==> config.mk <==
export PLATFORM = sky130hd
export DESIGN_NAME = swb_div
export DESIGN_NICKNAME = d
export VERILOG_FILES = /design/src/rtl/core/swb_pkg.sv /design/src/rtl/core/swb_div.sv
export SDC_FILE = /design/constraint.sdc
export NUM_CORES = 2
export LEC_CHECK = 0
export BUFFER_PORTS_ARGS = -buffer_cell sky130_fd_sc_hd__clkbuf_2
export CAP_MARGIN = 5
export CORE_MARGIN = 4
export CORE_UTILIZATION = 70
export CTS_BUF_LIST = sky130_fd_sc_hd__clkbuf_8
export DETAILED_ROUTE_END_ITERATION = 8
export PLACE_DENSITY_LB_ADDON = 0.1
export SLEW_MARGIN = 10
export SYNTH_ARGS = -nofsm -noshare
export SYNTH_HDL_FRONTEND = slang
export SYNTH_SLANG_ARGS = --single-unit
export TNS_END_PERCENT = 5
==> constraint.sdc <==
create_clock -name clk -period 4.9 [get_ports clk]
set_clock_uncertainty 0.1 [all_clocks]
set_input_delay 0.49 -clock clk [delete_from_list [all_inputs] [get_ports clk]]
set_output_delay 0.49 -clock clk [all_outputs]
set_load 0.1 [all_outputs]
==> src/rtl/core/swb_pkg.sv <==
// Shared types and constants for the swept box collision pipeline.
// No dependencies; every other file in rtl/core uses this package.
package swb_pkg;

	localparam int NUM_W      = 37;          // numerator magnitude: 22-bit gap, 15 fraction zeros
	localparam int DEN_W      = 16;          // relative velocity magnitude
	localparam int TIME_W     = NUM_W + 1;   // signed full-width time
	localparam int OUT_T_W    = 18;          // reported entry time, Q1.16 signed
	localparam int DIV_STAGES = NUM_W;       // one quotient bit per stage

	localparam logic signed [TIME_W-1:0] ONE_Q16     = TIME_W'(65536);
	localparam logic signed [TIME_W-1:0] NEG_ONE_Q16 = -TIME_W'(65536);

	localparam logic [1:0] NORM_0       = 2'd0;
	localparam logic [1:0] NORM_HALF_PI = 2'd1;
	localparam logic [1:0] NORM_PI      = 2'd2;
	localparam logic [1:0] NORM_3HALF   = 2'd3;

	typedef struct packed {
		logic v_neg;     // relative velocity negative
		logic v_zero;    // relative velocity exactly zero
		logic overlap;   // strict overlap, used when velocity is zero
		logic a_less;    // centre of A below centre of B on this axis
	} axis_side_t;

	typedef struct packed {
		logic       valid;
		axis_side_t x;
		axis_side_t y;
	} side_t;

endpackage

==> src/rtl/core/swb_div.sv <==
// Pipelined restoring divider, one quotient bit per stage.
// Depends on swb_pkg.
module swb_div (
	input  logic                          clk,
	input  logic                          en,
	input  logic [swb_pkg::NUM_W-1:0]     num,
	input  logic [swb_pkg::DEN_W-1:0]     den,
	input  logic                          neg,
	output logic [swb_pkg::NUM_W-1:0]     quo,
	output logic                          quo_neg
);

	localparam int N = swb_pkg::NUM_W;
	localparam int D = swb_pkg::DEN_W;

	logic [D-1:0] rem_s [0:N];
	logic [N-1:0] num_s [0:N];
	logic [N-1:0] quo_s [0:N];
	logic [D-1:0] den_s [0:N];
	logic         neg_s [0:N];

	assign rem_s[0] = '0;
	assign num_s[0] = num;
	assign quo_s[0] = '0;
	assign den_s[0] = den;
	assign neg_s[0] = neg;

	for (genvar k = 0; k < N; k++) begin : g_stage
		logic [D:0] trial;
		logic       ge;
		logic [D:0] diff;

		always_comb begin
			trial = {rem_s[k], num_s[k][N-1]};
			diff  = trial - {1'b0, den_s[k]};
			ge    = trial >= {1'b0, den_s[k]};
		end

		always_ff @(posedge clk) begin
			if (en) begin
				rem_s[k+1] <= ge ? diff[D-1:0] : trial[D-1:0];
				num_s[k+1] <= {num_s[k][N-2:0], 1'b0};
				quo_s[k+1] <= {quo_s[k][N-2:0], ge};
				den_s[k+1] <= den_s[k];
				neg_s[k+1] <= neg_s[k];
			end
		end
	end

	assign quo     = quo_s[N];
	assign quo_neg = neg_s[N];

endmodule

==> results.py <==
metrics = {
    "placement": {
        "hpwl_um": 135000,
        "port_buffers": 93,
        "dpl-instance-area_sq_um": 114000,
        "place_congestion": 0.926,
        "place_inst": 9406,
    },
    "detailed_routing": {
        "first_pass_iters": 6,
        "highest_layer": "met4",
        "drc": 0,
        "totalWireLength_um": 201000,
        "antenna_left": 0,
        "drt-vias-per-instance": 5.85,
        "wl_met2_um": 102000,
        "wl_met3_um": 9010,
        "first_iter_violations": 4524,
        "detail_route.wl_per_cell_um": 19.7,
        "vias": 59617,
        "met1Wirelength_um": 82100,
    },
    "power": {
        "p_leak_nw": 47.5,
        "peakVddDrop_mv": 0.457,
        "powerDensity_nw_per_um2": 597,
    },
    "logic_synthesis": {
        "yosysTopAreaCell": "edfxtp_1",
        "synth_area_leaders": "edfxtp_1 69%, ha_1 6.5%, mux2_2 3.5%",
        "ys_ff_latch": 2558,
        "synth-edff-count": 2558,
        "yosysWarnings": 0,
        "synth-seq-area-share_pct": 69.5,
        "synth.distinct_cells": 87,
        "synthFlopType": "edfxtp_1",
        "syn_inst": 7307,
        "avgSynthCellArea_sq_um": 15.1,
        "synthArstFlopShare_pct": 0,
        "synth_area_sq_um": 111000,
        "yosys.area.top_type_share_pct": 69.5,
        "synth_nets": 7976,
    },
    "timing": {
        "relSlewSlack_pct": 25.6,
        "min_period_over_period_pct": 79.8,
        "min_period_ns": 3.91,
        "max_freq_ghz": 0.256,
        "hold_violations": 0,
        "tightestPinTransition_ns": 1.12,
        "setup_viol": 0,
        "rsz0062_at_grt": "false",
        "setup_tns_ns": 0,
        "whs_ns": 0.0921,
        "drv_slew": 0,
    },
    "layout": {
        "nNetsFinal": 8509,
        "drive_gt1_share_pct": 12.9,
        "fin_cells": 10197,
        "final_area_sq_um": 122000,
        "area_growth_pct": 10.1,
        "fin_util_pct": 77.7,
    },
    "grt": {
        "antenna_found_initial": 3,
        "grt.overflow.total": 0,
        "grt_pass1_wl_um": 317000,
        "grt_pass1_vias": 60484,
        "grt_max_degree": 143,
        "grt_usage_pct": 24.5,
    },
    "clocking": {
        "clock_latency_ns": 1.08,
        "cts.clk_slew.worst_paths_ns": 0.06,
        "cts_max_level": 5,
        "postCtsSetupBuffers": 0,
        "root_buffer": "clkbuf_8",
        "numClockSinks": 2558,
        "cts_resized": 0,
        "cts.hold.buffers_added": 91,
        "cts_max_path_buffers": 4,
        "cts_tree": "built",
        "numCtsBuffers": 399,
    },
    "critical_path": {
        "critPathLaunchType": "register",
        "required_ns": 5.56,
        "crit_path_max_fanout": 17,
        "critPathArrivalTime_ns": 4.57,
        "cp-end-kind": "register",
        "critPathKind": "register to register",
        "reg2reg_depth": 11,
    },
    "min_path": {
        "hold_class": "input port to register",
        "min_path_cells": 2,
    },
    "die": {
        "die_h_um": 405,
        "coreArea_sq_um": 157000,
        "initial_core_util_pct": 70.6,
        "die_w_um": 405,
        "io_pins": 94,
        "die-area_sq_um": 164000,
        "rows": 145,
    },
    "run": {
        "drv_cap": 0,
    },
    "status": {
        "status": "finished clean",
    },
}
## worst paths after layout
kind	endpoint	slack [ns]	from
min	num_s[1338]$_DFFE_PP_	0.09	num[5]
max reg2reg	g_stage[6].trial[15]$_DFFE_PP_	0.99	den_s[513]$_DFFE_PP_
min reg2reg	num_s[1086]$_DFFE_PP_	0.25	num_s[1122]$_DFFE_PP_
max	g_stage[6].trial[15]$_DFFE_PP_	0.99	den_s[513]$_DFFE_PP_
## synth_stat cells, types with 11 or more instances
master and count:
edfxtp_1 2558, inv_1 709, ha_1 578, nor2_1 353, mux2_2 346, a21oi_1 323
nand2_1 306, o21ai_0 274, xnor2_1 268, a21o_1 147, xor2_1 133, nor3_1 99
nor2b_1 91, o21a_1 86, nand3_1 82, nand4_1 72, nand2b_1 65, mux2i_1 63
a31oi_1 50, o31ai_1 44, buf_4 41, clkbuf_1 39, o21bai_1 39, a211oi_1 36
fa_1 35, a21boi_0 33, and3_1 32, o31a_1 31, nor4_1 28, buf_2 25
o41ai_1 22, or3_1 21, mux2_4 19, a211o_1 18, and2_1 17, a2111oi_0 14
o211ai_1 12, o21ai_1 12, nand3b_1 11
## layout by cell type (no fill, tap or decap), types with 14 or more instances in the layout
master | synthesis | final
edfxtp_1 | 2558 | 2558
inv_1 | 709 | 823
ha_1 | 578 | 578
clkbuf_8 | 0 | 403
nor2_1 | 353 | 353
mux2_2 | 346 | 346
a21oi_1 | 323 | 323
nand2_1 | 306 | 306
o21ai_0 | 274 | 273
xnor2_1 | 268 | 268
a21o_1 | 147 | 147
xor2_1 | 133 | 133
nor3_1 | 99 | 99
clkinv_1 | 0 | 99
clkbuf_2 | 0 | 92
nor2b_1 | 91 | 91
dlygate4sd3_1 | 0 | 91
o21a_1 | 86 | 86
nand3_1 | 82 | 82
nand4_1 | 72 | 72
nand2b_1 | 65 | 65
mux2i_1 | 63 | 63
a31oi_1 | 50 | 50
clkinv_2 | 0 | 48
o31ai_1 | 44 | 44
buf_4 | 41 | 40
o21bai_1 | 39 | 39
a211oi_1 | 36 | 36
fa_1 | 35 | 35
a21boi_0 | 33 | 33
and3_1 | 32 | 32
o31a_1 | 31 | 31
nor4_1 | 28 | 27
o41ai_1 | 22 | 22
or3_1 | 21 | 21
buf_12 | 2 | 21
mux2_4 | 19 | 19
a211o_1 | 18 | 18
and2_1 | 17 | 17
a2111oi_0 | 14 | 14
## final cells by class
cell class,instances,area (sq um)
clock inverter,286,1500
fill,8740,34900
multi-input combinational,3928,30400
timing repair buffer,244,2090
antenna,11,27.5
sequential,2558,76800
tap,2058,2570
clock buffer,403,5550
inverter,709,2660
## logic make-up (layout without fill, tap and decap cells)
group | after synthesis | in the layout | share of synthesized area [%]
flops | 2558 | 2558 | 69.5
mux | 433 | 433 | 4.40
simple gates | 1227 | 1227 | 5.34
compound gates | 1254 | 1254 | 7.39
fa+ha+maj | 613 | 613 | 7.18
buf+inv | 821 | 1642 | 3.02
other cells | 0 | 11 | 0
xor+xnor | 401 | 401 | 3.18
## metrics by stage
| stage | setup slack (ns) | power, mW |
|---|---|---|
| after floorplan | 1.75 | 50.5 |
| after global placement | 1.21 | 55.6 |
| after detailed placement | 1.07 | 56.5 |
| after CTS | 1.04 | 72.9 |
| after global routing | 0.778 | 77.1 |
| final | 0.990 | 72.7 |
## worst max-delay path, stage by stage, from the launching register on
cell and delay, ns:
edfxtp_1 0.39, inv_1 0.07, ha_1 0.32, nor2b_1 0.15, o21ai_0 0.13, a21boi_0 0.37
nor3_1 0.09, o31ai_1 0.56, a211o_1 0.20, a21oi_1 0.07, o21ai_2 0.76, mux2_2 0.42
## power breakdown
| group | internal, mW | switching, mW |
|---|---|---|
| Clock | 8.25 | 7.83 |
| Sequential | 29.6 | 2.25 |
| Combinational | 11.7 | 13.1 |
| Total | 49.5 | 23.2 |
## flip-flops by register name (all words and copies together) (netlist names)
signal         flops
quo_s            666
num_s            630
g_stage.trial    612
den_s            576
quo               37
neg_s             36
quo_neg            1
## layer usage
layer / vias up / global-route usage (%)
li1: 28501 / -
met1: 28972 / 31.3
met2: 1640 / 42.3
met3: 504 / 3.77
met4: 0 / 10.1
met5: - / 0
No activity file was read; power rests on OpenSTA's default activity.
