==> config.mk <==
export PLATFORM = sky130hd
export DESIGN_NAME = swb_resolve
export DESIGN_NICKNAME = d
export VERILOG_FILES = /design/src/rtl/core/swb_pkg.sv /design/src/rtl/core/swb_resolve.sv
export SDC_FILE = /design/constraint.sdc
export NUM_CORES = 1
export LEC_CHECK = 0
export BUFFER_PORTS_ARGS = -buffer_cell sky130_fd_sc_hd__clkbuf_2
export CELL_PAD_IN_SITES_DETAIL_PLACEMENT = 0
export CELL_PAD_IN_SITES_GLOBAL_PLACEMENT = 1
export CORE_ASPECT_RATIO = 1.1
export CORE_UTILIZATION = 50
export CTS_BUF_LIST = sky130_fd_sc_hd__clkbuf_4 sky130_fd_sc_hd__clkbuf_8
export DETAILED_ROUTE_END_ITERATION = 8
export PLACE_DENSITY = 0.91
export SYNTH_ARGS = -nofsm -noshare
export SYNTH_HDL_FRONTEND = slang
export SYNTH_SLANG_ARGS = --single-unit
==> constraint.sdc <==
create_clock -name clk -period 6.94 [get_ports clk]
set_clock_uncertainty 0.2 [all_clocks]
set_input_delay 0.694 -clock clk [delete_from_list [all_inputs] [get_ports clk]]
set_output_delay 0.694 -clock clk [all_outputs]
set_load 0.01 [all_outputs]
==> src/rtl/core/swb_pkg.sv <==
// Shared types and constants for the swept box collision pipeline.
// No dependencies; every other file in rtl/core uses this package.
package swb_pkg;

	localparam int NUM_W      = 37;          // numerator magnitude: 22-bit gap, 15 fraction zeros
	localparam int DEN_W      = 16;          // relative velocity magnitude
	localparam int TIME_W     = NUM_W + 1;   // signed full-width time
	localparam int OUT_T_W    = 18;          // reported entry time, Q1.16 signed
	localparam int DIV_STAGES = NUM_W;       // one quotient bit per stage

	localparam logic signed [TIME_W-1:0] ONE_Q16     = TIME_W'(65536);
	localparam logic signed [TIME_W-1:0] NEG_ONE_Q16 = -TIME_W'(65536);

	localparam logic [1:0] NORM_0       = 2'd0;
	localparam logic [1:0] NORM_HALF_PI = 2'd1;
	localparam logic [1:0] NORM_PI      = 2'd2;
	localparam logic [1:0] NORM_3HALF   = 2'd3;

	typedef struct packed {
		logic v_neg;     // relative velocity negative
		logic v_zero;    // relative velocity exactly zero
		logic overlap;   // strict overlap, used when velocity is zero
		logic a_less;    // centre of A below centre of B on this axis
	} axis_side_t;

	typedef struct packed {
		logic       valid;
		axis_side_t x;
		axis_side_t y;
	} side_t;

endpackage

==> src/rtl/core/swb_resolve.sv <==
// Back end: signed windows, hit test, later-entry selection, saturation.
// Depends on swb_pkg.
module swb_resolve (
	input  logic                          clk,
	input  logic                          arst_n,
	input  logic                          en,
	input  swb_pkg::side_t                side,
	input  logic [swb_pkg::NUM_W-1:0]     qx0, qx1, qy0, qy1,
	input  logic                          nx0, nx1, ny0, ny1,
	output logic                          valid_s3,
	output logic                          hit_s3,
	output logic signed [swb_pkg::OUT_T_W-1:0] time_s3,
	output logic [1:0]                    code_s3
);

	localparam int TW = swb_pkg::TIME_W;

	function automatic logic signed [TW-1:0] sgn(input logic [TW-2:0] q, input logic n);
		logic signed [TW-1:0] p;
		p = $signed({1'b0, q});
		return n ? -p : p;
	endfunction

	logic signed [TW-1:0] tx0, tx1, ty0, ty1;
	logic signed [TW-1:0] xlo, xhi, ylo, yhi;
	logic signed [TW-1:0] xlo_s2, xhi_s2, ylo_s2, yhi_s2;
	logic                 valid_s2, xless_s2, yless_s2;

	always_comb begin
		tx0 = sgn(qx0, nx0);
		tx1 = sgn(qx1, nx1);
		ty0 = sgn(qy0, ny0);
		ty1 = sgn(qy1, ny1);
		if (side.x.v_zero) begin
			xlo = side.x.overlap ? '0 : swb_pkg::NEG_ONE_Q16;
			xhi = side.x.overlap ? swb_pkg::ONE_Q16 : swb_pkg::NEG_ONE_Q16;
		end else begin
			xlo = side.x.v_neg ? tx1 : tx0;
			xhi = side.x.v_neg ? tx0 : tx1;
		end
		if (side.y.v_zero) begin
			ylo = side.y.overlap ? '0 : swb_pkg::NEG_ONE_Q16;
			yhi = side.y.overlap ? swb_pkg::ONE_Q16 : swb_pkg::NEG_ONE_Q16;
		end else begin
			ylo = side.y.v_neg ? ty1 : ty0;
			yhi = side.y.v_neg ? ty0 : ty1;
		end
	end

	always_ff @(posedge clk or negedge arst_n) begin
		if (!arst_n) begin
			valid_s2 <= 1'b0;
			valid_s3 <= 1'b0;
		end else if (en) begin
			valid_s2 <= side.valid;
			valid_s3 <= valid_s2;
		end
	end

	always_ff @(posedge clk) begin
		if (en) begin
			xlo_s2   <= xlo;
			xhi_s2   <= xhi;
			ylo_s2   <= ylo;
			yhi_s2   <= yhi;
			xless_s2 <= side.x.a_less;
			yless_s2 <= side.y.a_less;
		end
	end

	logic                 hit;
	logic                 pick_x;
	logic signed [TW-1:0] t;
	logic signed [swb_pkg::OUT_T_W-1:0] t_sat;
	logic [1:0]           code;

	always_comb begin
		hit = (xlo_s2 <= swb_pkg::ONE_Q16) && (xhi_s2 >= 0) &&
		      (ylo_s2 <= swb_pkg::ONE_Q16) && (yhi_s2 >= 0) &&
		      (xlo_s2 <= yhi_s2) && (ylo_s2 <= xhi_s2);
		pick_x = xlo_s2 > ylo_s2;
		t      = pick_x ? xlo_s2 : ylo_s2;
		if (t > swb_pkg::ONE_Q16) begin
			t_sat = swb_pkg::OUT_T_W'(swb_pkg::ONE_Q16);
		end else if (t < swb_pkg::NEG_ONE_Q16) begin
			t_sat = swb_pkg::OUT_T_W'(swb_pkg::NEG_ONE_Q16);
		end else begin
			t_sat = t[swb_pkg::OUT_T_W-1:0];
		end
		if (pick_x) begin
			code = xless_s2 ? swb_pkg::NORM_PI : swb_pkg::NORM_0;
		end else begin
			code = yless_s2 ? swb_pkg::NORM_3HALF : swb_pkg::NORM_HALF_PI;
		end
	end

	always_ff @(posedge clk) begin
		if (en) begin
			hit_s3  <= hit;
			time_s3 <= hit ? t_sat : '0;
			code_s3 <= hit ? code : swb_pkg::NORM_0;
		end
	end

endmodule

==> results of run 1 <==
-- metal layers --
metal | share of wire (%) | track usage [%]
met1 | 39 | 29.6
met2 | 54 | 48.8
met3 | 4.2 | 3.66
met4 | 3.1 | 9.01
met5 | 0 | 0
-- per-stage QoR --
step | hold WS, ns | setup WS [ns] | cell area [µm²] | utilization [%] | power (mW)
after floorplan | 0.198 | 3.28 | 13700 | - | 1.86
after global placement | 0.280 | 3.00 | 14900 | 55.2 | 2.12
after detailed placement | 0.282 | 2.94 | 14900 | 55.2 | 2.15
after CTS | 0.215 | 3.31 | 15300 | 56.8 | 2.89
after global routing | 0.206 | 3.07 | 15300 | 56.8 | 3.03
final | 0.245 | 3.23 | 15300 | 56.8 | 2.88
-- worst max-delay path by stage --
| stage | to | depth (start not counted) |
|---|---|---|
| detailed placement | xlo_s2[25] | 9 |
| CTS | time_s3[16] | 9 |
| global placement | xhi_s2[27] | 9 |
| floorplan | xhi_s2[32] | 8 |
| global route | time_s3[16] | 9 |
| finish | time_s3[16] | 8 |
-- registers in the layout (all words and copies together) (netlist names), 2 cells and up --
register,count
xhi_s2,38
xlo_s2,38
ylo_s2,38
code_s3,2
time_s3,18
yhi_s2,38
-- power groups by stage --
stage                     logic (mW)  clock network [mW]  registers (mW)
final                          0.742               0.740            1.40
after global routing           0.835               0.791            1.41
after CTS                      0.737               0.753            1.40
after detailed placement       0.730                   0            1.42
after global placement         0.699                   0            1.42
after floorplan                0.488                   0            1.37
-- cell families after synthesis --
| group | Yosys count | synth area share (%) |
|---|---|---|
| XOR/XNOR | 140 | 8.93 |
| buffers and inverters | 200 | 5.52 |
| AND/OR/NAND/NOR | 396 | 14.5 |
| adder cells (fa/ha/maj) | 118 | 10.8 |
| multiplexers | 15 | 1.12 |
| flip-flops | 177 | 38.7 |
| AO/OA/AOI/OAI | 404 | 20.5 |
-- synthesized netlist by cell type (6+ instances only) --
master	count
sky130_fd_sc_hd__o31ai_1	39
sky130_fd_sc_hd__o41ai_1	20
sky130_fd_sc_hd__buf_1	7
sky130_fd_sc_hd__a21oi_1	72
sky130_fd_sc_hd__a211oi_1	52
sky130_fd_sc_hd__ha_1	118
sky130_fd_sc_hd__o31a_1	6
sky130_fd_sc_hd__nor2b_1	7
sky130_fd_sc_hd__edfxtp_1	175
sky130_fd_sc_hd__nand2b_1	10
sky130_fd_sc_hd__nand3_1	24
sky130_fd_sc_hd__o21ai_0	97
sky130_fd_sc_hd__nor2_1	107
sky130_fd_sc_hd__a32o_1	16
sky130_fd_sc_hd__xor2_1	87
sky130_fd_sc_hd__inv_1	131
sky130_fd_sc_hd__xnor2_1	53
sky130_fd_sc_hd__nor4_1	31
sky130_fd_sc_hd__or3_1	20
sky130_fd_sc_hd__or2_2	7
sky130_fd_sc_hd__o221ai_1	50
sky130_fd_sc_hd__a221oi_1	12
sky130_fd_sc_hd__nand4_1	28
sky130_fd_sc_hd__clkbuf_1	60
sky130_fd_sc_hd__or4_1	20
sky130_fd_sc_hd__mux2i_1	12
sky130_fd_sc_hd__nor3_1	21
sky130_fd_sc_hd__nand2_1	100
-- final cells by class --
| class | instances | area (µm²) | area share [%] |
|---|---|---|---|
| multi-input combinational | 1073 | 7670 | 50.1 |
| tap | 357 | 447 | 2.92 |
| sequential | 177 | 5310 | 34.6 |
| timing repair buffer | 192 | 987 | 6.45 |
| clock buffer | 18 | 241 | 1.58 |
| inverter | 132 | 495 | 3.24 |
| clock inverter | 14 | 165 | 1.08 |
-- repair_timing --
action / 4_1_cts / 5_1_grt
buffers inserted: 0 / 0
hold buffers: 1 / 0
hold endpoints to repair: 2 / 0
==> impl_metrics.toml, run 1 <==
[floorplan]
chipWidth_um = 160
die_h_um = 176
top_level_ports = 186
fp.dieArea_mm2 = 0.0281
core_region_area_mm2 = 0.0270
start_util_pct = 50.9
std_cell_rows = 63

[global_routing]
grt_start_max_net_pins = 93
globalRoute.totalOverflow = 0
grt_pass1_wl_mm = 56.5
global_route.usage.total_pct = 25.9
number_of_antenna_violations_at_the_first_check_in_global_routing = 0
first_global_vias = 10967

[power]
swShare_pct = 32.9
power.sequential.fraction_pct = 48.5
vdd_ir_drop_max_v = 0.000141
p_int_mw = 1.93
combinationalPowerShare_pct = 25.8
power-per-cell-area_mw_per_mm2 = 188
leakage_power_total_nw = 6.22
p_switching_uw = 947
power_frac_clock_pct = 25.7

[setup_path]
cp_cell_sequence = "ha_1 > nand4_1 > nor4_1 > o2111ai_1 > and4b_1 > mux2i_1 > or2_2 > a311oi_1"
path_class = "flip-flop to flip-flop"
critical_path.top_delay_family = "simple AND/OR/NAND/NOR gates"
r2r_start = "ylo_s2[37]"
worst-endpoint-required_ns = 6.94
cp_slowest_cell = "sky130_fd_sc_hd__nor4_1"
startpoint = "ylo_s2[37]"
path_max_fanout = 5
worst_setup_sp_type = "flip-flop"
critPathBufInv = 0
ff2ff_setup_slack_ns = 3.23
worst_setup_end_kind = "flip-flop"
critical_path_arrival_ns = 3.71
cpPeakStageDelay_ns = 0.64
worst_r2r_endpoint = "time_s3[16]"
depth_of_the_most_critical_reg_to_reg_path = 8

[sta]
timing.final.max_slew_violations = 0
grt_setup_unrepaired = "false"
achievable-frequency_mhz = 270
timing.final.setup_violations = 0
final_cycle_share_pct = 53.4
max_slew.worst_pin.slew_ns = 1.09
timing_hold_violations_final = 0
fin_tns_setup_ns = 0
relSlewSlack_pct = 27.4
layout_min_cycle_time_ns = 3.71

[detailed_routing]
drtIter0Drc = 987
remaining_drc_errors = 0
wirelength_mm = 36.7
number_of_vias_in_the_routed_layout = 11860
drt-pass1-iter-count = 5
detail_route.wl_per_cell_um = 18.7
postRouteAntennaNets = 0
routed_via_density = 6.04

[logic_synthesis]
yosys.area.top_type_share_pct = 38.3
synthDominantAreaCellType = "sky130_fd_sc_hd__edfxtp_1"
synth_cells = 1450
post_synth.cell_area_avg_um2 = 9.47
netlist_area_mm2 = 0.0137
synthFlopType = "sky130_fd_sc_hd__edfxtp_1"
number_of_flops_mapped_to_enable_cells_by_yosys = 175
yosysWarningCount = 0
share_of_synthesized_area_occupied_by_flip_flops_and_latches_pct = 38.7
synthTopCellsByArea = "sky130_fd_sc_hd__edfxtp_1, sky130_fd_sc_hd__ha_1, sky130_fd_sc_hd__xor2_1"
synth_nets = 1732
postSynth.asyncResetShare_pct = 1.13
synth.distinct_cells = 65
postSynthRegisterBits = 177

[layout]
mostFrequentLayoutCell = "sky130_fd_sc_hd__clkbuf_2"
fillCellCount = 2455
syn2layout_area_growth_pct = 11.6
layoutNonFillerInstCount = 1963
design.final.nets = 1875
antenna_cells = 0
post_route_cells_drive_above_1_share_pct = 15.3
layout_common_cells = "sky130_fd_sc_hd__clkbuf_2, sky130_fd_sc_hd__edfxtp_1, sky130_fd_sc_hd__inv_1"

[cts]
clock-root-buffer = "sky130_fd_sc_hd__clkbuf_8"
clock_tree_from_tritoncts = "done"
post_cts_resized = 0
clk_pin_slew_worst_paths_ns = 0.10
cts_made_buffers = 17
cts_htree_levels = 4
worstSkewPairLatency_ns = 0.46
tritoncts_num_sinks = 177
clock_tree.buffer_depth = 2

[placement]
place_hpwl_mm = 28.7
placed_cells = 1930
final_gp_congestion = 0.927
placement.io_buffers = 185

[hold_path]
min-delay-start = "side[0]"
worstHoldEndpoint = "yless_s2"
min-delay-path-class = "input pin to flip-flop"
hold_path_cells = 1

[outcome]
run_status = "complete, no violations"

[run]
cap_violations = 0
Note: power is estimated with default switching activity, not from simulation.
==> run 2, diff against run 1 <==
--- a/config.mk
+++ b/config.mk
@@ -9,10 +9,10 @@
 export CELL_PAD_IN_SITES_DETAIL_PLACEMENT = 0
 export CELL_PAD_IN_SITES_GLOBAL_PLACEMENT = 1
 export CORE_ASPECT_RATIO = 1.1
-export CORE_UTILIZATION = 50
+export CORE_UTILIZATION = 47
 export CTS_BUF_LIST = sky130_fd_sc_hd__clkbuf_4 sky130_fd_sc_hd__clkbuf_8
 export DETAILED_ROUTE_END_ITERATION = 8
-export PLACE_DENSITY = 0.91
+export PLACE_DENSITY = 0.87
 export SYNTH_ARGS = -nofsm -noshare
 export SYNTH_HDL_FRONTEND = slang
 export SYNTH_SLANG_ARGS = --single-unit
==> constraint.sdc (replaced) <==
create_clock -name clk -period 3.5 [get_ports clk]
set_clock_uncertainty 0.2 [all_clocks]
set_input_delay 0.35 -clock clk [delete_from_list [all_inputs] [get_ports clk]]
set_output_delay 0.35 -clock clk [all_outputs]
set_load 0.01 [all_outputs]
==> run 2 against run 1 <==
Net effect:
- combinational power is 110% higher
- critical path depth up 2
- maximum frequency rose by 11%
- critical path type unchanged
- via count grew 1.9%
- die area is 6.3% higher
- cell count grew 3.1%
- register-to-register slack worse by 3.1 ns
- worst setup slack worse by 3.1 ns
- sequential share of layout area shrank 1.1 points
- clock power up 100%
- final area increased by 3.2%
==> impl_metrics.toml, run 2 (same netlist as run 1, synthesis figures left out) <==
[outcome]
run_status = "complete, no violations"

[layout]
antenna_cells = 0
mostFrequentLayoutCell = "sky130_fd_sc_hd__clkbuf_2"
layoutNonFillerInstCount = 2024
design.final.nets = 1925
syn2layout_area_growth_pct = 15.2
layout_common_cells = "sky130_fd_sc_hd__clkbuf_2, sky130_fd_sc_hd__edfxtp_1, sky130_fd_sc_hd__inv_1"
post_route_cells_drive_above_1_share_pct = 17.8

[placement]
final_gp_congestion = 0.894
placement.io_buffers = 185
placed_cells = 1986
place_hpwl_mm = 30.3
detailedPlace.worstSlack_ns = -0.0152

[setup_path]
worst_setup_end_kind = "flip-flop"
r2r_start = "xlo_s2[37]"
depth_of_the_most_critical_reg_to_reg_path = 10
worst_setup_sp_type = "flip-flop"
critical_path_arrival_ns = 3.52
path_max_fanout = 17
worst_r2r_endpoint = "time_s3[7]"
worst-endpoint-required_ns = 3.67
startpoint = "xlo_s2[37]"
crit_end = "time_s3[7]"
ff2ff_setup_slack_ns = 0.15
path_class = "flip-flop to flip-flop"

[cts]
clk_pin_slew_worst_paths_ns = 0.12
worstSkewPairLatency_ns = 0.50
tritoncts_num_sinks = 177
cts_made_buffers = 17
clock-root-buffer = "sky130_fd_sc_hd__clkbuf_8"
clock_tree_from_tritoncts = "done"
clock_tree.buffer_depth = 2
cts_htree_levels = 4

[floorplan]
top_level_ports = 186
die_h_um = 181
core_region_area_mm2 = 0.0287
fp.dieArea_mm2 = 0.0299
start_util_pct = 47.8
chipWidth_um = 165
std_cell_rows = 65

[run]
cap_violations = 0

[detailed_routing]
detailroute.wirelength.met3_mm = 1.53
remaining_drc_errors = 0
routed.top_layer = "met4"
postRouteAntennaNets = 0
number_of_vias_in_the_routed_layout = 12086
detail_route.wl_per_cell_um = 18.9
wirelength_met1_mm = 15.1
routed_via_density = 5.97
drt-pass1-iter-count = 5
drtIter0Drc = 917
wirelength_mm = 38.3
met2_wirelength_mm = 20.6

[sta]
achievable-frequency_mhz = 298
timing.final.max_slew_violations = 0
relSlewSlack_pct = 37.7
layout_setup_ws_ns = 0.148
timing_hold_violations_final = 0
layout_min_cycle_time_ns = 3.35
final_cycle_share_pct = 95.8
max_slew.worst_pin.slew_ns = 0.934
timing.final.setup_violations = 0
grt_setup_unrepaired = "false"

[power]
leakage_power_total_nw = 6.48
power-per-cell-area_mw_per_mm2 = 368
vdd_ir_drop_max_v = 0.000211

[global_routing]
globalRoute.totalOverflow = 0
global_route.usage.total_pct = 25.9
grt_start_max_net_pins = 89
grt_pass1_wl_mm = 59.3
first_global_vias = 11401
number_of_antenna_violations_at_the_first_check_in_global_routing = 0

[hold_path]
min-delay-path-class = "input pin to flip-flop"
run 2: worst min-delay path by stage:
stage / start / end / slack [ns] / depth (start not counted)
floorplan: arst_n / valid_s2 / -0.15 / 0
global placement: arst_n / valid_s3 / -0.06 / 1
detailed placement: arst_n / valid_s3 / -0.06 / 1
CTS: side[1] / yhi_s2[37] / 0.002 / 2
global route: side[1] / ylo_s2[37] / 0.01 / 2
finish: side[1] / yhi_s2[37] / 0.02 / 2
run 2: repair_timing:
| item | CTS | global route |
|---|---|---|
| hold buffers | 5 | 0 |
| setup endpoints to repair | 0 | 17 |
| hold endpoints to repair | 5 | 0 |
| buffers inserted | 0 | 1 |
| gates resized for setup | 0 | 5 |
run 2: layout make-up:
class | count | area (µm²)
Tap cell | 368 | 460
Sequential cell | 177 | 5310
Inverter | 132 | 495
Timing Repair Buffer | 242 | 1410
Clock inverter | 15 | 211
Multi-Input combinational cell | 1073 | 7690
Fill cell | 2642 | 12900
Clock buffer | 17 | 234
run 2: per-layer routing:
| layer | track usage [%] | vias up |
|---|---|---|
| li1 | - | 5895 |
| met1 | 30.5 | 5813 |
| met2 | 47.9 | 317 |
| met3 | 3.12 | 61 |
| met4 | 8.11 | 0 |
| met5 | 0 | - |
run 2: stage by stage:
stage               area, µm²  power [mW]  utilization (%)  hold WS, ns  setup TNS (ns)
floorplan               13700        3.69                -       -0.146               0
global placement        15300        4.27             53.2      -0.0650               0
detailed placement      15300        4.32             53.2      -0.0595         -0.0152
CTS                     15800        5.81             55.0      0.00180               0
global route            15800        6.12             55.1       0.0129               0
finish                  15800        5.82             55.1       0.0247               0
run 2: critical path: stages (launching register included):
cell and delay [ns]:
sky130_fd_sc_hd__edfxtp_1 0.56, sky130_fd_sc_hd__ha_1 0.45, sky130_fd_sc_hd__nand4_1 0.15, sky130_fd_sc_hd__and4bb_2 0.37, sky130_fd_sc_hd__nand3_1 0.08, sky130_fd_sc_hd__o41ai_1 0.43, sky130_fd_sc_hd__nor4_1 0.11, sky130_fd_sc_hd__o21ba_2 0.25
sky130_fd_sc_hd__nor3_2 0.23, sky130_fd_sc_hd__buf_12 0.19, sky130_fd_sc_hd__a32o_1 0.19
run 2: where the power goes:
part,internal (mW),switching (mW),total (mW)
clock,0.566,0.947,1.51
sequential,2.57,0.186,2.76
combinational,0.634,0.910,1.54
