File: src/rtl/core/swb_pkg.sv
// Shared types and constants for the swept box collision pipeline.
// No dependencies; every other file in rtl/core uses this package.
package swb_pkg;

	localparam int NUM_W      = 37;          // numerator magnitude: 22-bit gap, 15 fraction zeros
	localparam int DEN_W      = 16;          // relative velocity magnitude
	localparam int TIME_W     = NUM_W + 1;   // signed full-width time
	localparam int OUT_T_W    = 18;          // reported entry time, Q1.16 signed
	localparam int DIV_STAGES = NUM_W;       // one quotient bit per stage

	localparam logic signed [TIME_W-1:0] ONE_Q16     = TIME_W'(65536);
	localparam logic signed [TIME_W-1:0] NEG_ONE_Q16 = -TIME_W'(65536);

	localparam logic [1:0] NORM_0       = 2'd0;
	localparam logic [1:0] NORM_HALF_PI = 2'd1;
	localparam logic [1:0] NORM_PI      = 2'd2;
	localparam logic [1:0] NORM_3HALF   = 2'd3;

	typedef struct packed {
		logic v_neg;     // relative velocity negative
		logic v_zero;    // relative velocity exactly zero
		logic overlap;   // strict overlap, used when velocity is zero
		logic a_less;    // centre of A below centre of B on this axis
	} axis_side_t;

	typedef struct packed {
		logic       valid;
		axis_side_t x;
		axis_side_t y;
	} side_t;

endpackage

File: src/rtl/core/swb_prep.sv
// Input stage: gaps, numerators, velocity magnitudes and per-axis flags.
// Depends on swb_pkg.
module swb_prep (
	input  logic                       clk,
	input  logic                       arst_n,
	input  logic                       en,
	input  logic                       in_valid,
	input  logic signed [19:0]         a_c,
	input  logic signed [19:0]         b_c,
	input  logic        [15:0]         a_w,
	input  logic        [15:0]         b_w,
	input  logic signed [15:0]         a_v,
	input  logic signed [15:0]         b_v,
	output logic                       valid_s1,
	output swb_pkg::axis_side_t        side_s1,
	output logic [swb_pkg::NUM_W-1:0]  num0_s1,
	output logic [swb_pkg::NUM_W-1:0]  num1_s1,
	output logic                       neg0_s1,
	output logic                       neg1_s1,
	output logic [swb_pkg::DEN_W-1:0]  den_s1
);

	logic signed [20:0] dx;
	logic signed [21:0] d2;
	logic        [16:0] sum;
	logic signed [22:0] n0, n1;
	logic        [22:0] m0, m1;
	logic signed [16:0] v;
	logic        [16:0] vm;

	always_comb begin
		dx  = $signed({b_c[19], b_c}) - $signed({a_c[19], a_c});
		d2  = {dx, 1'b0};
		sum = {1'b0, a_w} + {1'b0, b_w};
		n0  = $signed({d2[21], d2}) - $signed({6'b0, sum});
		n1  = $signed({d2[21], d2}) + $signed({6'b0, sum});
		m0  = n0[22] ? 23'(-n0) : 23'(n0);
		m1  = n1[22] ? 23'(-n1) : 23'(n1);
		v   = $signed({a_v[15], a_v}) - $signed({b_v[15], b_v});
		vm  = v[16] ? 17'(-v) : 17'(v);
	end

	always_ff @(posedge clk or negedge arst_n) begin
		if (!arst_n) begin
			valid_s1 <= 1'b0;
		end else if (en) begin
			valid_s1 <= in_valid;
		end
	end

	always_ff @(posedge clk) begin
		if (en) begin
			num0_s1         <= {m0[21:0], 15'b0};
			num1_s1         <= {m1[21:0], 15'b0};
			neg0_s1         <= n0[22] ^ v[16];
			neg1_s1         <= n1[22] ^ v[16];
			den_s1          <= vm[15:0];
			side_s1.v_neg   <= v[16];
			side_s1.v_zero  <= (v == 17'sd0);
			// strict overlap: d2 - sum < 0 and d2 + sum > 0
			side_s1.overlap <= n0[22] && !n1[22] && (n1 != 23'sd0);
			side_s1.a_less  <= a_c < b_c;
		end
	end

endmodule

File: config.mk
export PLATFORM = sky130hd
export DESIGN_NAME = swb_prep
export DESIGN_NICKNAME = d
export VERILOG_FILES = /design/src/rtl/core/swb_pkg.sv /design/src/rtl/core/swb_prep.sv
export SDC_FILE = /design/constraint.sdc
export NUM_CORES = 1
export LEC_CHECK = 0
export BUFFER_PORTS_ARGS = -buffer_cell sky130_fd_sc_hd__buf_2
export CAP_MARGIN = 20
export CORE_UTILIZATION = 50
export CTS_CLUSTER_DIAMETER = 100
export DETAILED_ROUTE_END_ITERATION = 10
export PLACE_DENSITY_LB_ADDON = 0.1
export SYNTH_ARGS = -nofsm -noshare
export SYNTH_HDL_FRONTEND = slang
export SYNTH_SLANG_ARGS = --single-unit
File: constraint.sdc
create_clock -name clk -period 1.9 [get_ports clk]
set_clock_uncertainty 0.1 [all_clocks]
set_input_delay 0.19 -clock clk [delete_from_list [all_inputs] [get_ports clk]]
set_output_delay 0.19 -clock clk [all_outputs]
set_load 0.02 [all_outputs]
==> Flow_metrics.wiki, run 1 <==
{| class="wikitable"
! Metric !! Value
|-
| Vias in the first global route || 9354
|-
| Max-cap violations || 0
|-
| Highest routed metal layer || met4
|-
| Port Buf Inserts || 174
|-
| Main synth FF type || sky130_fd_sc_hd__edfxtp_1
|-
| Met1 Wirelength || 13300 um
|-
| Kind of start point of the critical path || primary input
|-
| Synthesis-to-layout area growth || 74.5%
|-
| First-pass GRT wire length || 44700 um
|-
| DR WL/cell || 21.1 um
|-
| CP dominant cell by count || sky130_fd_sc_hd__o21ai_1
|-
| Critical-path maximum fanout || 5
|-
| R2r setup slk || 1040 ps
|-
| Crit path required time || 1860 ps
|-
| GRT Total Usage || 33.7%
|-
| Minimum setup slack after placement || -3450 ps
|-
| Unique masters post-synth || 78
|-
| Wire length after detailed routing || 37500 um
|-
| Setup CP Type || primary input to register
|-
| Count of mapped cells out of synthesis || 987
|-
| Syn avg cell area || 8.39 sq um
|-
| Depth of the most critical reg-to-reg path || 1
|-
| Power per cell area || 1220 mW/mm^2
|-
| Worst vdd rail ir drop || 0.679 mV
|-
| Slew of the pin with the lowest slew margin || 984 ps
|-
| Inserted Clock Buffers || 9
|-
| Number of I/O pins || 205
|-
| Number of levels the H-tree was split into || 3
|-
| Highest clock rate || 196 MHz
|-
| Unrepaired setup endpoints after global routing || true
|-
| Wire length on met3 || 3600 um
|-
| Initial antenna violation count || 0
|-
| Area of the mapped netlist || 0.00828 sq mm
|-
| Final Net Count || 1759
|-
| Standard-cell row count || 46
|-
| Arrival time of data at the critical path endpoint || 5070 ps
|-
| Pin count of the biggest net entering global routing || 24
|-
| Post-synthesis sequential area ratio || 23.9%
|-
| Standard cell with the maximum stage delay on the critical path || sky130_fd_sc_hd__or4_4
|-
| Initial core utilization || 51.7%
|-
| Final weighted congestion in routability-driven placement || 0.919
|-
| Final instance count without filler cells || 1779
|-
| LEAKAGE || 0.00672 uW
|-
| Ys Warns || 0
|-
| Part of the cycle the worst path needs || 269%
|-
| Clock tree from TritonCTS || yes
|-
| Remaining max-slew budget at the tightest pin || 33.9%
|-
| Met2 Routed Length || 17800 um
|-
| Initial DRC count || 975
|-
| Remaining design rule violation count || 2
|-
| Final critical path time including I/O delays and setup || 5110 ps
|-
| Hold violation count in the final report || 0
|-
| Crit end category || register
|-
| Clock-pin slew of the registers on the worst-case setup and hold paths || 60 ps
|-
| Number of clock sinks || 66
|-
| Post-Route Utilization || 90.3%
|-
| Number of antenna repair diodes || 0
|-
| Min-delay worst type || primary input to asynchronous set/reset pin
|-
| R2R Path End || valid_s1
|-
| Result of the run || finished with violations
|-
| Critical path's largest stage delay || 550 ps
|-
| Cell-by-cell trace of the critical path || buf_8 -> ha_4 -> a21o_1 -> a21oi_2 -> o21ai_1 -> a21oi_2 -> o21ai_2 -> a211oi_2 -> nor2_1 -> nor2_1 -> xnor2_1 -> ha_1 -> buf_6 -> and3_4 -> a211o_1 -> a21o_1 -> a311o_1 -> or4_4 -> nor3_4 -> nand2_2 -> o21ai_1 -> o21ai_1
|-
| Cell type group with the largest total delay on the critical path || compound AO/OA/AOI/OAI gates
|-
| Clock latency of the later-clocked register in the worst-skew pair || 340 ps
|-
| #FFs+latches synth || 66
|-
| Detail Route Antenna Nets || 0
|-
| Ranking of synthesized cells by area || sky130_fd_sc_hd__edfxtp_1 (24%), sky130_fd_sc_hd__ha_1 (13%), sky130_fd_sc_hd__xnor2_1 (9.7%)
|-
| First-pass DRT Iterations || 9
|-
| Die area || 0.0171 sq mm
|-
| DP HPWL || 19600 um
|-
| Overall via count from detail_route || 10600
|-
| Final Hold Slack || 51.0 ps
|-
| Residual overflow from global routing || 0
|-
| Die width || 131 um
|-
| Number of enable-type register cells in the synthesized netlist || 65
|-
| Setup Viol. Count Final || 63
|-
| Height of the chip || 131 um
|-
| Root Buffer || sky130_fd_sc_hd__clkbuf_16
|-
| Layout cells sized above 1 || 53.1%
|-
| Final count of pins violating max slew || 0
|-
| Violations in the final reports || DRC, setup timing
|-
| Area of the core || 0.0160 sq mm
|-
| Dominant cell type by area after synthesis || sky130_fd_sc_hd__edfxtp_1
|-
| Ratio of routed vias to standard cells || 5.94
|-
| Maximum clock path buffer count || 2
|-
| Post-Place Cells || 1698
|-
| Share of synthesized flip-flops with an asynchronous set or reset || 1.52%
|-
| Startpoint of the lowest-slack register-to-register path || valid_s1
|-
| Fin worst setup slack || -3210 ps
|-
| Yosys top cell area share || 23.6%
|-
| Crit path buffers/inverters || 2
|}
[routing by layer]
| metal | vias up | global-route usage (%) |
|---|---|---|
| li1 | 4628 | - |
| met1 | 4914 | 37.2 |
| met2 | 750 | 62.2 |
| met3 | 269 | 5.09 |
| met4 | 0 | 17.5 |
| met5 | - | 0 |
[repair_timing]
item,in CTS,in global routing
resized for setup,142,101
setup endpoints to repair,63,63
buffers inserted,41,21
pin swaps,84,62
gates cloned,3,2
endpoints found under the hold margin,2,0
hold buffers,2,0
[kinds of logic (layout without fill, tap and decap cells)]
logic type,after synthesis,count (layout),share of synthesized area [%]
simple gates,282,283,17.6
compound gates,265,266,21.6
buf+inv,148,693,8.28
xor+xnor,124,124,13.1
fa+ha+maj,93,93,14.5
flops,66,66,23.9
mux,8,8,0.997
other cells,1,30,0.0453
[cells in the final DEF, fill, tap and decap left out, types with 7 or more instances in the layout]
cell type and count:
sky130_fd_sc_hd__o21ai_0 26, sky130_fd_sc_hd__inv_2 7, sky130_fd_sc_hd__ha_4 16, sky130_fd_sc_hd__o21ai_1 12, sky130_fd_sc_hd__a21oi_4 10, sky130_fd_sc_hd__edfxtp_1 65, sky130_fd_sc_hd__xnor2_2 17, sky130_fd_sc_hd__nor2_4 12
sky130_fd_sc_hd__xor2_1 28, sky130_fd_sc_hd__a21oi_2 15, sky130_fd_sc_hd__nand4_1 9, sky130_fd_sc_hd__nand2_1 48, sky130_fd_sc_hd__nand2b_1 9, sky130_fd_sc_hd__buf_6 32, sky130_fd_sc_hd__nor4_1 10, sky130_fd_sc_hd__inv_1 79
sky130_fd_sc_hd__a21oi_1 33, sky130_fd_sc_hd__o211ai_1 8, sky130_fd_sc_hd__buf_2 167, sky130_fd_sc_hd__nor2_1 62, sky130_fd_sc_hd__nor3_1 19, sky130_fd_sc_hd__o21ai_2 17, sky130_fd_sc_hd__a21o_1 21, sky130_fd_sc_hd__o21a_1 13
sky130_fd_sc_hd__conb_1 30, sky130_fd_sc_hd__a31oi_4 9, sky130_fd_sc_hd__ha_1 70, sky130_fd_sc_hd__clkbuf_16 11, sky130_fd_sc_hd__xnor2_1 74, sky130_fd_sc_hd__o31ai_4 7, sky130_fd_sc_hd__nor2b_1 14, sky130_fd_sc_hd__buf_4 375
sky130_fd_sc_hd__nand3_1 10
[state kept, by name (all words and copies together) (netlist names)]
register	count
num0_s1	21
den_s1	16
neg1_s1	1
num1_s1	22
side_s1	4
neg0_s1	1
valid_s1	1
[layout make-up]
class                   instances  area (sq um)
clock buffers                   9           225
clock inverters                 7          93.8
fillers                       681          1560
inverters                      90           363
multi-input cells             804          7260
flip-flops and latches         66          1980
well taps                     216           270
repair buffers                587          4250
[through the flow]
| stage | power, uW | cell area, sq um | TNS (ps) |
|---|---|---|---|
| 2_1_floorplan | 8400 | 8930 | -130380 |
| 6_report | 17600 | 14400 | -145250 |
| 3_5_place_dp | 12600 | 12300 | -163020 |
| 5_1_grt | 18300 | 14400 | -151220 |
| 3_3_place_gp | 12400 | 12300 | -159120 |
| 4_1_cts | 15600 | 13700 | -126630 |
[Yosys cell counts, types with 6 or more instances]
library cell / number
sky130_fd_sc_hd__a21o_1: 21
sky130_fd_sc_hd__clkbuf_1: 19
sky130_fd_sc_hd__nor4_1: 12
sky130_fd_sc_hd__nand2b_1: 10
sky130_fd_sc_hd__xnor2_1: 92
sky130_fd_sc_hd__o211ai_1: 8
sky130_fd_sc_hd__o21ai_0: 54
sky130_fd_sc_hd__a211o_1: 7
sky130_fd_sc_hd__a211oi_1: 10
sky130_fd_sc_hd__xor2_1: 32
sky130_fd_sc_hd__nor2b_1: 17
sky130_fd_sc_hd__nor3_1: 25
sky130_fd_sc_hd__edfxtp_1: 65
sky130_fd_sc_hd__buf_4: 31
sky130_fd_sc_hd__nor2_1: 78
sky130_fd_sc_hd__nand3_1: 14
sky130_fd_sc_hd__mux2i_1: 6
sky130_fd_sc_hd__a31oi_1: 19
sky130_fd_sc_hd__o21a_1: 15
sky130_fd_sc_hd__a21boi_0: 6
sky130_fd_sc_hd__and2_1: 6
sky130_fd_sc_hd__or3_1: 8
sky130_fd_sc_hd__nand4_1: 9
sky130_fd_sc_hd__or2_2: 7
sky130_fd_sc_hd__ha_1: 88
sky130_fd_sc_hd__o31ai_1: 10
sky130_fd_sc_hd__nand2_1: 57
sky130_fd_sc_hd__o21bai_1: 7
sky130_fd_sc_hd__and3_1: 8
sky130_fd_sc_hd__inv_1: 89
sky130_fd_sc_hd__a21oi_1: 58
[how the worst max path moves through the flow]
stage            from          end  depth (start not counted)
5_1_grt        a_w[1]   side_s1[1]                         25
3_5_place_dp   a_w[1]  num0_s1[31]                         22
6_report       a_w[1]   side_s1[1]                         22
4_1_cts        a_w[1]  num0_s1[21]                         23
2_1_floorplan  a_w[1]  num0_s1[21]                         23
3_3_place_gp   a_w[1]  num0_s1[21]                         22
[power by group]
group | leakage, uW | switching [uW] | internal [uW] | total [uW]
logic | 0.00592 | 7100 | 6080 | 13200
registers | 0.000647 | 183 | 2420 | 2600
clock network | 0.000151 | 694 | 1150 | 1840
No activity file was read; power rests on OpenSTA's default activity.
==> inputs of run 2 (changes only) <==
Settings changed: BUFFER_PORTS_ARGS -buffer_cell sky130_fd_sc_hd__buf_2 to unset, DONT_BUFFER_PORTS set to 1.
==> run 2 against run 1 <==
- the run ends with hold timing, setup timing left
- non-clock buffer count shrank 190
- critical path depth is 1 lower
- via count is 19% lower
- combinational power fell by 23%
- clock power is 4% lower
- critical path type unchanged
- largest cell class unchanged
- highest routed layer unchanged
==> Flow_metrics.wiki, run 2 (synthesized netlist as in run 1, its figures left out) <==
{| class="wikitable"
! Metric !! Value
|-
| Result of the run || finished with violations (unchanged)
|-
| Violations in the final reports || hold timing, setup timing (was DRC, setup timing)
|-
| Vias in the first global route || 8076 (was 9354)
|-
| Met1 Track Usage GR || 32.7% (was 37.2%)
|-
| Startpoint of the most critical hold path || en
|-
| Largest registers || num1_s1 (22), num0_s1 (21), den_s1 (16) (unchanged)
|-
| Port Buf Inserts || 0 (was 174)
|-
| Unrepaired setup endpoints after global routing || true (unchanged)
|-
| Remaining design rule violation count || 0 (was 2)
|-
| Setup CP Type || primary input to register (unchanged)
|-
| CP dominant cell by count || sky130_fd_sc_hd__o21ai_2 (was sky130_fd_sc_hd__o21ai_1)
|-
| Minimum setup slack after placement || -3320 ps (was -3450 ps)
|-
| Setup Viol. Count Final || 62 (was 63)
|-
| Remaining max-slew budget at the tightest pin || 55.5% (was 33.9%)
|-
| Crit path required time || 1880 ps (was 1860 ps)
|-
| Most common cell after layout, fill and taps aside || sky130_fd_sc_hd__buf_4 (unchanged)
|-
| Standard-cell row count || 46 (unchanged)
|-
| Gr busiest metal || met2 (unchanged)
|-
| Min-delay worst type || primary input to register (was primary input to asynchronous set/reset pin)
|-
| Initial antenna violation count || 0 (unchanged)
|-
| Detail Route Antenna Nets || 0 (unchanged)
|-
| First-pass DRT Iterations || 5 (was 9)
|-
| Post-Place Cells || 1530 (was 1698)
|-
| Destination of the worst hold path || num1_s1[18]
|-
| Arrival time of data at the critical path endpoint || 4600 ps (was 5070 ps)
|-
| Clock-pin slew of the registers on the worst-case setup and hold paths || 60 ps (about the same)
|-
| Worst vdd rail ir drop || 0.569 mV (was 0.679 mV)
|-
| Largest register FFs || 22 (unchanged)
|-
| GRT Total Usage || 27.4% (was 33.7%)
|-
| Wire length after detailed routing || 25700 um (was 37500 um)
|-
| R2r setup slk || 400 ps (was 1040 ps)
|-
| Depth of the most critical reg-to-reg path || 2 (was 1)
|-
| Overall via count from detail_route || 8597 (was 10600)
|-
| Residual overflow from global routing || 0 (unchanged)
|-
| Register containing the most flip-flops in the final layout || num1_s1 (unchanged)
|-
| Critical-path maximum fanout || 4 (was 5)
|-
| LEAKAGE || 0.00579 uW (was 0.00672 uW)
|-
| Total negative setup slack || -121360 ps (was -145250 ps)
|-
| Number of clock sinks || 66 (unchanged)
|-
| Power per cell area || 1190 mW/mm^2 (was 1220 mW/mm^2)
|-
| Height of the chip || 131 um (unchanged)
|-
| Met2 routing resource usage after global routing || 50.9% (was 62.2%)
|-
| Slew of the pin with the lowest slew margin || 663 ps (was 984 ps)
|-
| Startpoint of the lowest-slack register-to-register path || valid_s1 (unchanged)
|-
| Root Buffer || sky130_fd_sc_hd__clkbuf_16 (unchanged)
|-
| Kind of start point of the critical path || primary input (unchanged)
|-
| Initial core utilization || 51.7% (unchanged)
|-
| First-pass GRT wire length || 37100 um (was 44700 um)
|-
| Standard cell with the maximum stage delay on the critical path || sky130_fd_sc_hd__or4_4 (unchanged)
|-
| Final instance count without filler cells || 1588 (was 1779)
|-
| Clock tree from TritonCTS || yes (unchanged)
|-
| Inserted Clock Buffers || 9 (unchanged)
|-
| DP HPWL || 18700 um (was 19600 um)
|-
| Area of the core || 0.0160 sq mm (unchanged)
|-
| Hold violation count in the final report || 65 (was 0)
|-
| Overall power after layout || 15400 uW (was 17600 uW)
|-
| Final critical path time including I/O delays and setup || 4620 ps (was 5110 ps)
|-
| Final Net Count || 1568 (was 1759)
|-
| Synthesis-to-layout area growth || 56.7% (was 74.5%)
|-
| DR WL/cell || 16.2 um (was 21.1 um)
|-
| Commonest cells after routing, fill and taps aside || sky130_fd_sc_hd__buf_4 (365), sky130_fd_sc_hd__xnor2_1 (86), sky130_fd_sc_hd__inv_1 (80), sky130_fd_sc_hd__ha_1 (71), sky130_fd_sc_hd__edfxtp_1 (65) (was sky130_fd_sc_hd__buf_4 (375), sky130_fd_sc_hd__buf_2 (167), sky130_fd_sc_hd__inv_1 (79), sky130_fd_sc_hd__xnor2_1 (74), sky130_fd_sc_hd__ha_1 (70))
|-
| Number of I/O pins || 205 (unchanged)
|-
| Hold Crit Depth || 0
|-
| Layout cells sized above 1 || 44.5% (was 53.1%)
|-
| Max-cap violations || 0 (unchanged)
|-
| Pin count of the biggest net entering global routing || 67 (was 24)
|-
| Critical path's largest stage delay || 530 ps (was 550 ps)
|-
| Fin worst setup slack || -2720 ps (was -3210 ps)
|-
| Maximum clock path buffer count || 2 (unchanged)
|-
| Final weighted congestion in routability-driven placement || 0.881 (was 0.919)
|-
| Initial DRC count || 436 (was 975)
|-
| Hold buffer count at CTS || 4 (was 2)
|-
| Final Hold Slack || -128 ps (was 51.0 ps)
|-
| Crit end category || register (unchanged)
|-
| R2R Path End || valid_s1 (unchanged)
|-
| Number of antenna repair diodes || 0 (unchanged)
|-
| Clock latency of the later-clocked register in the worst-skew pair || 330 ps (was 340 ps)
|-
| Die width || 131 um (unchanged)
|-
| Ratio of routed vias to standard cells || 5.41 (was 5.94)
|-
| Part of the cycle the worst path needs || 243% (was 269%)
|-
| Cell-by-cell trace of the critical path || ha_1 -> buf_4 -> nor2b_2 -> o21ai_2 -> a21boi_2 -> o21ai_2 -> a21boi_2 -> o21ai_2 -> nand2_2 -> xor2_2 -> ha_4 -> a21oi_2 -> o21bai_4 -> a211o_1 -> a21o_1 -> a311o_1 -> or4_4 -> nor3_4 -> a2111oi_4 -> a2111oi_4 -> xor2_1 (was buf_8 -> ha_4 -> a21o_1 -> a21oi_2 -> o21ai_1 -> a21oi_2 -> o21ai_2 -> a211oi_2 -> nor2_1 -> nor2_1 -> xnor2_1 -> ha_1 -> buf_6 -> and3_4 -> a211o_1 -> a21o_1 -> a311o_1 -> or4_4 -> nor3_4 -> nand2_2 -> o21ai_1 -> o21ai_1)
|-
| Die area || 0.0171 sq mm (unchanged)
|-
| Highest clock rate || 216 MHz (was 196 MHz)
|-
| Final count of pins violating max slew || 0 (unchanged)
|-
| Number of levels the H-tree was split into || 3 (unchanged)
|-
| Global-route track usage on met3 || 3.01% (was 5.09%)
|}
-- run 2: report_power, final --
part	internal [uW]	total, uW	leakage [uW]	switching, uW
combinational	5270	10200	0.00499	4970
sequential	2460	3390	0.000647	925
clock	1140	1770	0.000153	625
total	8880	15400	0.00579	6520
-- run 2: worst max-delay path by stage --
stage          startpoint     endpoint  slack, ps  cells past startpoint
2_1_floorplan      a_w[1]  num0_s1[21]      -2940                     23
3_3_place_gp       a_w[1]  num0_s1[21]      -3210                     21
3_5_place_dp       a_w[1]  num0_s1[21]      -3320                     21
4_1_cts            a_w[1]  num0_s1[36]      -2660                     21
5_1_grt            a_w[2]  num1_s1[34]      -2930                     21
6_report           a_w[2]  num1_s1[34]      -2720                     21
-- run 2: through the flow --
step,area [sq um],util [%]
final,13000,81.1
after global routing,13000,81.1
after CTS,12300,77.2
after floorplan,8930,-
after global placement,11500,71.7
after detailed placement,11500,71.7
-- run 2: worst max-delay path, delay by kind of cell --
kind	cells	cell delay, ps
compound gates	12	2280
fa+ha+maj	2	560
simple gates	4	1070
buf+inv	1	150
xor+xnor	2	350
-- run 2: final cells by class --
class                      instances  area, sq um
clock buffer                       9          225
clock inverter                     7         93.8
fill                            1074         3030
inverter                          90          382
multi-input combinational        803         6890
sequential                        66         1980
tap                              216          270
timing repair buffer             397         3130
-- run 2: per-layer routing --
layer | part of all wire, % | routed length (um)
met5 | 0 | 0
met4 | 2.7 | 698
met3 | 4.6 | 1180
met2 | 51 | 13000
met1 | 42 | 10800
-- run 2: timing repair --
action | in CTS | in global routing
pin swaps | 46 | 66
setup endpoints to repair | 63 | 63
buffers inserted | 24 | 18
endpoints found under the hold margin | 67 | 65
gates resized for setup | 71 | 107
cloned | 0 | 1
==> inputs of run 3 (changes only) <==
Settings changed: CORE_UTILIZATION 50 to 40.
==> run 3 against run 2 <==
- the flow still finishes with violations (hold timing, setup timing)
- worst hold slack gained 1.8 ps
- total power barely moved
- critical path depth grew 3
- highest routed layer unchanged
- core utilization fell by 15 points
- count of clock-buffer cells in the layout stayed put
- cell area rose by 2.4%
==> Flow_metrics.wiki, run 3 (synthesized netlist as in run 1, its figures left out) <==
{| class="wikitable"
! Metric !! Value
|-
| Arrival time of data at the critical path endpoint || 4630 ps (was 4600 ps)
|-
| Remaining max-slew budget at the tightest pin || 57.9% (was 55.5%)
|-
| Setup Viol. Count Final || 62 (unchanged)
|-
| Destination of the worst hold path || num1_s1[35] (was num1_s1[18])
|-
| Fin worst setup slack || -2760 ps (was -2720 ps)
|-
| Die width || 146 um (was 131 um)
|-
| First-pass GRT wire length || 39500 um (was 37100 um)
|-
| Max-cap violations || 0 (unchanged)
|-
| First element of the critical path || a_w[0] (was a_w[2])
|-
| Setup CP Type || primary input to register (unchanged)
|-
| Crit end category || register (unchanged)
|-
| Clock-pin slew of the registers on the worst-case setup and hold paths || 50 ps (was 60 ps)
|-
| Critical path's largest stage delay || 570 ps (was 530 ps)
|-
| Port Buf Inserts || 0 (unchanged)
|-
| Register containing the most flip-flops in the final layout || num1_s1 (unchanged)
|-
| Startpoint of the most critical hold path || en (unchanged)
|-
| Standard-cell row count || 52 (was 46)
|-
| Min-delay worst type || primary input to register (unchanged)
|-
| Number of antenna repair diodes || 0 (unchanged)
|-
| Result of the run || finished with violations (unchanged)
|-
| Synthesis-to-layout area growth || 60.4% (was 56.7%)
|-
| Residual overflow from global routing || 0 (unchanged)
|-
| Hold violation count in the final report || 65 (unchanged)
|-
| First-pass DRT Iterations || 4 (was 5)
|-
| DR WL/cell || 15.1 um (was 16.2 um)
|-
| Vias in the first global route || 8292 (was 8076)
|-
| Worst vdd rail ir drop || 0.484 mV (was 0.569 mV)
|-
| Clock tree from TritonCTS || yes (unchanged)
|-
| LEAKAGE || 0.00594 uW (was 0.00579 uW)
|-
| Most common cell after layout, fill and taps aside || sky130_fd_sc_hd__buf_4 (unchanged)
|-
| Initial DRC count || 299 (was 436)
|-
| Part of the cycle the worst path needs || 245% (was 243%)
|-
| Maximum clock path buffer count || 2 (unchanged)
|-
| Crit path buffers/inverters || 4 (was 1)
|-
| Layout cells sized above 1 || 45.8% (was 44.5%)
|-
| Initial core utilization || 40.9% (was 51.7%)
|-
| Hold Crit Depth || 0 (unchanged)
|-
| Overall power after layout || 15400 uW (about the same)
|-
| Depth of the most critical reg-to-reg path || 2 (unchanged)
|-
| Detail Route Antenna Nets || 0 (unchanged)
|-
| Kind of start point of the critical path || primary input (unchanged)
|-
| Die area || 0.0213 sq mm (was 0.0171 sq mm)
|-
| Largest registers || num1_s1 (22), num0_s1 (21), den_s1 (16) (unchanged)
|-
| Final instance area || 0.0133 sq mm (was 0.0130 sq mm)
|-
| Cell type group with the largest total delay on the critical path || compound AO/OA/AOI/OAI gates (unchanged)
|-
| Hold buffer count at CTS || 4 (unchanged)
|-
| Highest clock rate || 215 MHz (was 216 MHz)
|-
| Number of I/O pins || 205 (unchanged)
|-
| R2r setup slk || 400 ps (about the same)
|-
| Slew of the pin with the lowest slew margin || 615 ps (was 663 ps)
|-
| Pin count of the biggest net entering global routing || 67 (unchanged)
|-
| Largest register FFs || 22 (unchanged)
|-
| R2R Path End || valid_s1 (unchanged)
|-
| Standard cell with the maximum stage delay on the critical path || sky130_fd_sc_hd__or4_4 (unchanged)
|-
| Crit path required time || 1870 ps (was 1880 ps)
|-
| Clock latency of the later-clocked register in the worst-skew pair || 330 ps (about the same)
|-
| Final critical path time including I/O delays and setup || 4660 ps (was 4620 ps)
|-
| Cell-by-cell trace of the critical path || ha_4 -> buf_6 -> inv_2 -> fa_2 -> nor2b_2 -> o21ai_2 -> a21boi_2 -> o21ai_2 -> a21boi_2 -> o21ai_2 -> nand2_1 -> xor2_1 -> ha_1 -> buf_6 -> and3_4 -> a211o_4 -> a21o_1 -> a311o_1 -> or4_4 -> nor3_4 -> buf_6 -> and3_4 -> a2111oi_4 -> xor2_1 (was ha_1 -> buf_4 -> nor2b_2 -> o21ai_2 -> a21boi_2 -> o21ai_2 -> a21boi_2 -> o21ai_2 -> nand2_2 -> xor2_2 -> ha_4 -> a21oi_2 -> o21bai_4 -> a211o_1 -> a21o_1 -> a311o_1 -> or4_4 -> nor3_4 -> a2111oi_4 -> a2111oi_4 -> xor2_1)
|-
| Commonest cells after routing, fill and taps aside || sky130_fd_sc_hd__buf_4 (372), sky130_fd_sc_hd__inv_1 (81), sky130_fd_sc_hd__xnor2_1 (77), sky130_fd_sc_hd__ha_1 (71), sky130_fd_sc_hd__edfxtp_1 (65) (was sky130_fd_sc_hd__buf_4 (365), sky130_fd_sc_hd__xnor2_1 (86), sky130_fd_sc_hd__inv_1 (80), sky130_fd_sc_hd__ha_1 (71), sky130_fd_sc_hd__edfxtp_1 (65))
|-
| Power per cell area || 1160 mW/mm^2 (was 1190 mW/mm^2)
|-
| Minimum setup slack after placement || -3300 ps (was -3320 ps)
|-
| DP HPWL || 19500 um (was 18700 um)
|-
| Area after detailed placement || 0.0116 sq mm (was 0.0115 sq mm)
|-
| Critical-path maximum fanout || 4 (unchanged)
|-
| Final Hold Slack || -126 ps (was -128 ps)
|-
| Height of the chip || 146 um (was 131 um)
|-
| Remaining design rule violation count || 0 (unchanged)
|-
| Final weighted congestion in routability-driven placement || 0.866 (was 0.881)
|-
| Initial antenna violation count || 0 (unchanged)
|-
| Number of clock sinks || 66 (unchanged)
|-
| Inserted Clock Buffers || 9 (unchanged)
|-
| Final count of pins violating max slew || 0 (unchanged)
|-
| Root Buffer || sky130_fd_sc_hd__clkbuf_16 (unchanged)
|-
| Unrepaired setup endpoints after global routing || true (unchanged)
|-
| Final Net Count || 1586 (was 1568)
|-
| Overall via count from detail_route || 8387 (was 8597)
|-
| Startpoint of the lowest-slack register-to-register path || valid_s1 (unchanged)
|-
| Area of the core || 0.0202 sq mm (was 0.0160 sq mm)
|-
| Violations in the final reports || hold timing, setup timing (unchanged)
|-
| Wire length after detailed routing || 25000 um (was 25700 um)
|-
| GRT Total Usage || 22.8% (was 27.4%)
|-
| Ratio of routed vias to standard cells || 5.06 (was 5.41)
|-
| Number of levels the H-tree was split into || 3 (unchanged)
|}
==> run 3: what timing repair did <==
item,4_1_cts,5_1_grt
pin swaps,72,89
gates cloned,2,1
resized for setup,105,99
hold endpoints to repair,67,65
endpoints found under the setup margin,63,63
buffers inserted,30,19
==> run 3: report_power, final <==
part	internal, uW	switching [uW]	total (uW)	leakage [uW]
Clock	1140	627	1770	0.000148
Sequential	2460	929	3390	0.000647
Combinational	5370	4870	10200	0.00514
==> run 3: metal layers <==
layer / track usage (%) / part of all wire, % / wire length (um) / up-vias
li1: - / - / - / 4300
met1: 28.6 / 45 / 11200 / 3864
met4: 6.21 / 2.1 / 515 / 0
met5: 0 / 0 / 0 / -
met3: 2.10 / 3.3 / 826 / 25
met2: 41.4 / 50 / 12500 / 198
==> run 3: final cells by class <==
type                       instances  area (sq um)
sequential                        66          1980
inverter                          90           392
multi-input combinational        805          6980
tap                              270           338
fill                            1699          6960
clock buffer                       9           225
timing repair buffer             413          3270
clock inverter                     6          92.6
==> run 3: how the worst max path moves through the flow <==
stage | end | slack [ps] | cells after the start
finish | num1_s1[34] | -2760 | 24
CTS | num1_s1[34] | -2680 | 23
detailed placement | num0_s1[21] | -3300 | 21
global route | num1_s1[34] | -2940 | 23
floorplan | num0_s1[21] | -2940 | 23
global placement | num0_s1[21] | -3240 | 21
==> run 3: stage by stage <==
step	TNS, ps	hold WS, ps	cells	utilization, %
2_1_floorplan	-130380	-206	1016	-
3_3_place_gp	-151280	-206	1592	57.4
3_5_place_dp	-153890	-206	1592	57.4
4_1_cts	-119760	-142	1641	62.5
5_1_grt	-134230	-137	1659	65.6
6_report	-123110	-126	1659	65.6
==> run 3: worst reg2reg max path: cells and delay by family, from the launching register on <==
family | cells | cell delay [ps]
buf+inv | 1 | 550
mux | 1 | 280
flops | 1 | 450
